==> src/rtl/rgb2yuv_pkg.sv <==
package rgb2yuv_pkg;

    localparam int PixelWidthDefault = 16;

    localparam int CfgIndexWidth = 3;
    localparam int CfgDataWidth  = 4;
    localparam int ChanWidth     = 8;
    localparam int CoefWidth     = 16;
    localparam int ProdWidth     = ChanWidth + CoefWidth;
    localparam int SumWidth      = ProdWidth + 1;
    localparam int FracBits      = 16;

    localparam logic [CfgIndexWidth-1:0] REG_RED_SHIFT   = 3'd0;
    localparam logic [CfgIndexWidth-1:0] REG_RED_LOSS    = 3'd1;
    localparam logic [CfgIndexWidth-1:0] REG_GREEN_SHIFT = 3'd2;
    localparam logic [CfgIndexWidth-1:0] REG_GREEN_LOSS  = 3'd3;
    localparam logic [CfgIndexWidth-1:0] REG_BLUE_SHIFT  = 3'd4;
    localparam logic [CfgIndexWidth-1:0] REG_BLUE_LOSS   = 3'd5;

    localparam logic [CfgDataWidth-1:0] RED_SHIFT_RESET   = 4'd11;
    localparam logic [CfgDataWidth-1:0] RED_LOSS_RESET    = 4'd3;
    localparam logic [CfgDataWidth-1:0] GREEN_SHIFT_RESET = 4'd5;
    localparam logic [CfgDataWidth-1:0] GREEN_LOSS_RESET  = 4'd2;
    localparam logic [CfgDataWidth-1:0] BLUE_SHIFT_RESET  = 4'd0;
    localparam logic [CfgDataWidth-1:0] BLUE_LOSS_RESET   = 4'd3;

    // coefficient magnitudes, 0.16 fixed point
    localparam logic [CoefWidth-1:0] Y_R = 16'd19595;
    localparam logic [CoefWidth-1:0] Y_G = 16'd38470;
    localparam logic [CoefWidth-1:0] Y_B = 16'd7471;
    localparam logic [CoefWidth-1:0] U_R = 16'd11076;
    localparam logic [CoefWidth-1:0] U_G = 16'd21692;
    localparam logic [CoefWidth-1:0] U_B = 16'd32768;
    localparam logic [CoefWidth-1:0] V_R = 16'd32768;
    localparam logic [CoefWidth-1:0] V_G = 16'd27460;
    localparam logic [CoefWidth-1:0] V_B = 16'd5308;

    localparam logic [ChanWidth-1:0] CHROMA_OFFSET = 8'd128;
    localparam logic [SumWidth-1:0]  ROUND_TO_ZERO = SumWidth'((1 << FracBits) - 1);

endpackage

==> src/rtl/rgb16_to_yuv_convert.sv <==
// channel    | ports                                         | transaction
// -----------+-----------------------------------------------+---------------------------
// pixel in   | start, busy, pixel                            | start high and busy low
// result out | done, luma, chroma_blue, chroma_red           | done high, one cycle
// config     | write_enable, write_index, write_data         | write_enable high
//
// four register stages: channel extract, products, sums, truncate and offset.
// one pixel per clock; each result passes through all four register stages before done rises.
// busy is always low: the pipeline never stalls and the receiver cannot stall.
// rst_n clears the stage valid bits and loads the layout registers (565 layout).
module rgb16_to_yuv_convert #(
    parameter int PIXEL_WIDTH = rgb2yuv_pkg::PixelWidthDefault
) (
    input  logic                                 clk,
    input  logic                                 rst_n,
    input  logic                                 start,
    output logic                                 busy,
    input  logic [PIXEL_WIDTH-1:0]               pixel,
    input  logic                                 write_enable,
    input  logic [rgb2yuv_pkg::CfgIndexWidth-1:0] write_index,
    input  logic [rgb2yuv_pkg::CfgDataWidth-1:0]  write_data,
    output logic                                 done,
    output logic [rgb2yuv_pkg::ChanWidth-1:0]     luma,
    output logic [rgb2yuv_pkg::ChanWidth-1:0]     chroma_blue,
    output logic [rgb2yuv_pkg::ChanWidth-1:0]     chroma_red
);

    localparam int CW = rgb2yuv_pkg::ChanWidth;
    localparam int DW = rgb2yuv_pkg::CfgDataWidth;
    localparam int PW = rgb2yuv_pkg::ProdWidth;
    localparam int SW = rgb2yuv_pkg::SumWidth;
    localparam int FB = rgb2yuv_pkg::FracBits;

    logic [DW-1:0] red_shift_reg, red_loss_reg;
    logic [DW-1:0] green_shift_reg, green_loss_reg;
    logic [DW-1:0] blue_shift_reg, blue_loss_reg;

    logic          s1_valid_reg, s2_valid_reg, s3_valid_reg, s4_valid_reg;
    logic [CW-1:0] red_reg, green_reg, blue_reg;
    logic [CW-1:0] red_next, green_next, blue_next;

    logic [PW-1:0] yr_reg, yg_reg, yb_reg;
    logic [PW-1:0] ur_reg, ug_reg, ub_reg;
    logic [PW-1:0] vr_reg, vg_reg, vb_reg;

    logic [PW-1:0]        y_sum_reg, y_sum_next;
    logic signed [SW-1:0] u_sum_reg, u_sum_next, v_sum_reg, v_sum_next;
    logic signed [SW-1:0] u_adj, v_adj;

    logic [CW-1:0] luma_reg, chroma_blue_reg, chroma_red_reg;
    logic [CW-1:0] luma_next, chroma_blue_next, chroma_red_next;

    logic accept;

    function automatic logic [CW-1:0] channel_byte(
        input logic [PIXEL_WIDTH-1:0] pix,
        input logic [DW-1:0]          shift,
        input logic [DW-1:0]          loss
    );
        logic [PIXEL_WIDTH-1:0] moved;
        logic [CW-1:0]          field;
        moved = pix >> shift;
        field = moved[CW-1:0] & (CW'(8'hFF) >> loss);
        return field << loss;
    endfunction

    assign busy   = 1'b0;
    assign accept = start && !busy;

    // layout registers
    always_ff @(posedge clk or negedge rst_n)
    begin
        if (!rst_n)
        begin
            red_shift_reg   <= rgb2yuv_pkg::RED_SHIFT_RESET;
            red_loss_reg    <= rgb2yuv_pkg::RED_LOSS_RESET;
            green_shift_reg <= rgb2yuv_pkg::GREEN_SHIFT_RESET;
            green_loss_reg  <= rgb2yuv_pkg::GREEN_LOSS_RESET;
            blue_shift_reg  <= rgb2yuv_pkg::BLUE_SHIFT_RESET;
            blue_loss_reg   <= rgb2yuv_pkg::BLUE_LOSS_RESET;
        end
        else if (write_enable)
        begin
            unique case (write_index)
                rgb2yuv_pkg::REG_RED_SHIFT:   red_shift_reg   <= write_data;
                rgb2yuv_pkg::REG_RED_LOSS:    red_loss_reg    <= write_data;
                rgb2yuv_pkg::REG_GREEN_SHIFT: green_shift_reg <= write_data;
                rgb2yuv_pkg::REG_GREEN_LOSS:  green_loss_reg  <= write_data;
                rgb2yuv_pkg::REG_BLUE_SHIFT:  blue_shift_reg  <= write_data;
                rgb2yuv_pkg::REG_BLUE_LOSS:   blue_loss_reg   <= write_data;
                default:
                begin
                end
            endcase
        end
    end

    // valid bits
    always_ff @(posedge clk or negedge rst_n)
    begin
        if (!rst_n)
        begin
            s1_valid_reg <= 1'b0;
            s2_valid_reg <= 1'b0;
            s3_valid_reg <= 1'b0;
            s4_valid_reg <= 1'b0;
        end
        else
        begin
            s1_valid_reg <= accept;
            s2_valid_reg <= s1_valid_reg;
            s3_valid_reg <= s2_valid_reg;
            s4_valid_reg <= s3_valid_reg;
        end
    end

    // stage 1: channel extract
    always_comb
    begin
        red_next   = channel_byte(pixel, red_shift_reg, red_loss_reg);
        green_next = channel_byte(pixel, green_shift_reg, green_loss_reg);
        blue_next  = channel_byte(pixel, blue_shift_reg, blue_loss_reg);
    end

    // stage 3 sums and stage 4 truncation toward zero
    always_comb
    begin
        y_sum_next = yr_reg + yg_reg + yb_reg;
        u_sum_next = $signed({1'b0, ub_reg}) - $signed({1'b0, ur_reg})
                   - $signed({1'b0, ug_reg});
        v_sum_next = $signed({1'b0, vr_reg}) - $signed({1'b0, vg_reg})
                   - $signed({1'b0, vb_reg});
        u_adj = u_sum_reg[SW-1] ? u_sum_reg + $signed(rgb2yuv_pkg::ROUND_TO_ZERO) : u_sum_reg;
        v_adj = v_sum_reg[SW-1] ? v_sum_reg + $signed(rgb2yuv_pkg::ROUND_TO_ZERO) : v_sum_reg;
        luma_next        = y_sum_reg[FB +: CW];
        chroma_blue_next = u_adj[FB +: CW] + rgb2yuv_pkg::CHROMA_OFFSET;
        chroma_red_next  = v_adj[FB +: CW] + rgb2yuv_pkg::CHROMA_OFFSET;
    end

    // datapath registers
    always_ff @(posedge clk)
    begin
        red_reg   <= red_next;
        green_reg <= green_next;
        blue_reg  <= blue_next;

        yr_reg <= red_reg   * rgb2yuv_pkg::Y_R;
        yg_reg <= green_reg * rgb2yuv_pkg::Y_G;
        yb_reg <= blue_reg  * rgb2yuv_pkg::Y_B;
        ur_reg <= red_reg   * rgb2yuv_pkg::U_R;
        ug_reg <= green_reg * rgb2yuv_pkg::U_G;
        ub_reg <= blue_reg  * rgb2yuv_pkg::U_B;
        vr_reg <= red_reg   * rgb2yuv_pkg::V_R;
        vg_reg <= green_reg * rgb2yuv_pkg::V_G;
        vb_reg <= blue_reg  * rgb2yuv_pkg::V_B;

        y_sum_reg <= y_sum_next;
        u_sum_reg <= u_sum_next;
        v_sum_reg <= v_sum_next;

        luma_reg        <= luma_next;
        chroma_blue_reg <= chroma_blue_next;
        chroma_red_reg  <= chroma_red_next;
    end

    assign done        = s4_valid_reg;
    assign luma        = luma_reg;
    assign chroma_blue = chroma_blue_reg;
    assign chroma_red  = chroma_red_reg;

endmodule

==> config.mk <==
export PLATFORM = sky130hd
export DESIGN_NAME = rgb16_to_yuv_convert
export DESIGN_NICKNAME = d
export VERILOG_FILES = /design/src/rtl/rgb2yuv_pkg.sv /design/src/rtl/rgb16_to_yuv_convert.sv
export SDC_FILE = /design/constraint.sdc
export NUM_CORES = 1
export LEC_CHECK = 0
export BUFFER_PORTS_ARGS = -buffer_cell sky130_fd_sc_hd__buf_4
export CORE_ASPECT_RATIO = 1.4
export CORE_MARGIN = 2
export CORE_UTILIZATION = 45
export CTS_CLUSTER_DIAMETER = 100
export DETAILED_ROUTE_END_ITERATION = 8
export HOLD_SLACK_MARGIN = 0.08
export PLACE_DENSITY_LB_ADDON = 0.05
export SLEW_MARGIN = 25
export SYNTH_ARGS = -nofsm -noshare
export SYNTH_HDL_FRONTEND = slang
export SYNTH_SLANG_ARGS = --single-unit
==> constraint.sdc <==
create_clock -name clk -period 4.75 [get_ports clk]
set_clock_uncertainty 0.15 [all_clocks]
set_input_delay 0 -clock clk [delete_from_list [all_inputs] [get_ports clk]]
set_output_delay 0 -clock clk [all_outputs]
set_load 0.05 [all_outputs]
==> results.md <==
* Num CTS Buffers at 30
* Post-Syn Area at 23000 sq um
* ANT nets after route at 0
* Crit start category: register
* Rows at 98
* Cells after synthesis at 2368
* First-pass GRT wire length at 95000 um
* Input/output buffers at 51
* Starting DRC count in detailed routing at 535
* Setup slack after layout at 0.0448 ns
* Sequential element share of the synthesized area at 0.245
* Final Hold Vio Count at 0
* Routed wire per std cell at 18.6 um
* Chip height at 272 um
* Clock buffer depth at 3
* Largest net degree at the start of global routing at 29
* Final wirelength at 59700 um
* Synth warn at 0
* Count of cell types in the netlist at 83
* Pin slew with the least headroom to its limit at 0.882 ns
* Setup slack at placement at -0.511 ns
* Fin util at 0.520
* GPL Wtd Cong at 0.879
* TritonCTS clock tree: done
* # IOs at 53
* Crit path launch: blue_reg[5]
* Layout cells sized above 1 at 0.139
* Synth Register Bits at 274
* Crit Path Class: reg2reg
* Worst Setup End Kind: register
* Clock Sinks at 274
* Syn_area_per_cell at 9.73 sq um
* # setup viols final at 0
* Post-Syn Nets at 2937
* Via count at 16900
* Number of synthesized flops with an enable pin at 0
* Clk slew on worst S/H paths at 0.06 ns
* Number of global-route vias before repair at 17900
* DRT Pass-1 Iters at 5
* Hold Path Origin: write_data[2]
* Period utilization at 0.991
* Fin nets at 3100
* Die X at 195 um
* Vias per std cell at 5.28
* H-tree depth at 1
* Placed cell area at 24800 sq um
* Die Area at 53000 sq um
* Fmax at 213 MHz
* Syn-to-layout area delta at 14.8%
* Core Region at 50900 sq um
* CP arrival at 5.04 ns
* Total of max-cap violations at 0
* Launching point of the worst reg2reg path: blue_reg[5]
* Synth Flop Type: dfxtp_1
* Initial antenna violation count at 0
* Root Driver: clkbuf_16
* Worst Path Required at 5.09 ns
* Critical path fanouts, max at 4
* Area occupied by registers at 5650 sq um
* Latest clock arrival within the worst-skew pair at 0.58 ns
* Fillers at 4708
* Multi-input logic area at 16200 sq um
* Worst hold-check path type: in2reg
* # DRC at 0
* Post-synth ARST share at 0.102
* Fin area at 26400 sq um
* Normalized max-slew margin at 0.411
* Outcome: finished clean
* Slew Limit Fails at 0
* RSZ-0062 raised after global routing: true
* Post-DP HPWL at 50000 um
* Antenna Cells at 0
* All-Layer GR Usage at 0.230
* Starting Density at 0.453
* Final worst path period need at 4.71 ns
* Grt total ovfl at 0
[area by class of cell]
class / instances / share of cell area
Multi-Input combinational cell: 1691 / 0.612
Tap cell: 650 / 0.0308
Inverter: 359 / 0.0510
Clock inverter: 13 / 0.00582
Sequential cell: 274 / 0.214
Timing Repair Buffer: 175 / 0.0525
Clock buffer: 42 / 0.0348
[final timing paths]
check                                         end  slack [ns]  cells after the start
worst max-delay path                   vb_reg[18]        0.04                     15
worst max register to register         vb_reg[18]        0.04                     15
min in group asynchronous        red_shift_reg[2]        0.29                      4
worst min-delay path            blue_shift_reg[2]        0.13                      4
max in group asynchronous        blue_loss_reg[1]        3.92                      4
worst min register to register            luma[1]        0.18                      0
[worst max-delay path: stages, from the launching register on]
cell	delay, ns
dfxtp_2	0.32
fa_1	0.49
buf_4	0.16
fa_1	0.48
fa_1	0.56
fa_1	0.45
ha_4	0.30
and4_4	0.25
nor4_4	0.07
o41ai_4	0.33
a2111oi_4	0.13
buf_4	0.17
nor3_4	0.25
and2_4	0.19
o21ai_1	0.08
a221oi_2	0.24
[Yosys cell counts, types with 4 or more instances]
| cell | n | area share |
|---|---|---|
| ha_1 | 397 | 0.22 |
| nor2b_1 | 29 | 0.0079 |
| o21ai_1 | 6 | 0.0013 |
| a21o_1 | 26 | 0.0085 |
| mux2_2 | 33 | 0.016 |
| o41ai_1 | 6 | 0.0023 |
| o22ai_1 | 11 | 0.0030 |
| o21a_1 | 34 | 0.011 |
| nor3_1 | 47 | 0.010 |
| a21boi_0 | 5 | 0.0016 |
| or2_2 | 16 | 0.0043 |
| a211o_1 | 7 | 0.0027 |
| buf_2 | 11 | 0.0024 |
| o31a_1 | 7 | 0.0027 |
| nor3b_1 | 5 | 0.0016 |
| nand2b_1 | 21 | 0.0057 |
| nand4_1 | 5 | 0.0014 |
| nand2_1 | 76 | 0.012 |
| and3_1 | 20 | 0.0054 |
| a31oi_1 | 13 | 0.0035 |
| a21oi_1 | 112 | 0.024 |
| a211oi_1 | 21 | 0.0068 |
| nor4_1 | 14 | 0.0038 |
| dfrtp_1 | 18 | 0.020 |
| inv_1 | 357 | 0.058 |
| xor2_1 | 55 | 0.021 |
| mux2i_1 | 39 | 0.017 |
| a2111oi_0 | 5 | 0.0019 |
| nand3b_1 | 13 | 0.0042 |
| dfstp_2 | 10 | 0.011 |
| nor2_1 | 144 | 0.023 |
| nand3_1 | 37 | 0.0080 |
| or3_1 | 12 | 0.0033 |
| o21bai_1 | 14 | 0.0046 |
| a41oi_1 | 5 | 0.0019 |
| fa_1 | 145 | 0.13 |
| clkbuf_1 | 29 | 0.0047 |
| and2_1 | 8 | 0.0022 |
| o211ai_1 | 9 | 0.0029 |
| xnor2_1 | 132 | 0.050 |
| mux4_2 | 29 | 0.028 |
| a31o_2 | 4 | 0.0015 |
| dfxtp_1 | 246 | 0.21 |
| o21ai_0 | 73 | 0.016 |
[per-stage QoR]
step | hold slack [ns] | TNS, ns | std cells
global route | 0.148 | -0.291 | 3204
floorplan | -0.446 | 0 | 2368
detailed placement | -0.192 | -1.69 | 3122
global placement | -0.194 | -1.46 | 3122
finish | 0.132 | 0 | 3204
CTS | 0.106 | 0 | 3201
[layer usage]
layer / track usage / up-vias / routed length [um]
met5: 0 / - / 0
met4: 0.0838 / 0 / 2310
met3: 0.0191 / 101 / 1260
met2: 0.462 / 231 / 33000
met1: 0.245 / 8139 / 23000
li1: - / 8440 / -
[logic make-up after synthesis]
| family | count (synthesis) | synth area share |
|---|---|---|
| AO/OA/AOI/OAI | 398 | 0.114 |
| XOR/XNOR | 187 | 0.0711 |
| adder cells (fa/ha/maj) | 542 | 0.342 |
| buffers and inverters | 403 | 0.0668 |
| flip-flops | 274 | 0.245 |
| multiplexers | 101 | 0.0614 |
| other | 1 | 0.000163 |
| AND/OR/NAND/NOR | 462 | 0.0998 |
[what timing repair did]
action	4_1_cts	5_1_grt
hold buffers	23	0
endpoints found under the setup margin	9	20
pin swaps	9	22
hold endpoints to repair	54	0
setup buffers	1	4
resized for setup	19	46
[layout by cell type (no fill, tap or decap), drive strengths merged, types with 14 or more instances in the layout]
cell / synthesis / layout
dfrtp: 18 / 18
nand2b: 21 / 21
mux2i: 39 / 39
inv: 358 / 359
dlygate4sd3: 0 / 22
and3: 20 / 20
o21ai: 79 / 79
nor4: 16 / 16
dfxtp: 246 / 246
ha: 397 / 397
nand3: 37 / 37
nor2b: 29 / 29
clkbuf: 29 / 42
nand2: 76 / 76
o21a: 34 / 34
a21oi: 115 / 115
buf: 15 / 153
or2: 17 / 17
mux2: 33 / 33
xor2: 55 / 55
o21bai: 14 / 14
nor3: 47 / 47
a21o: 26 / 26
mux4: 29 / 29
nor2: 144 / 144
a211oi: 22 / 22
fa: 145 / 145
xnor2: 132 / 132
Power is not shown: default switching activity piles up to over one toggle a cycle in this logic, so the estimate is an artifact.
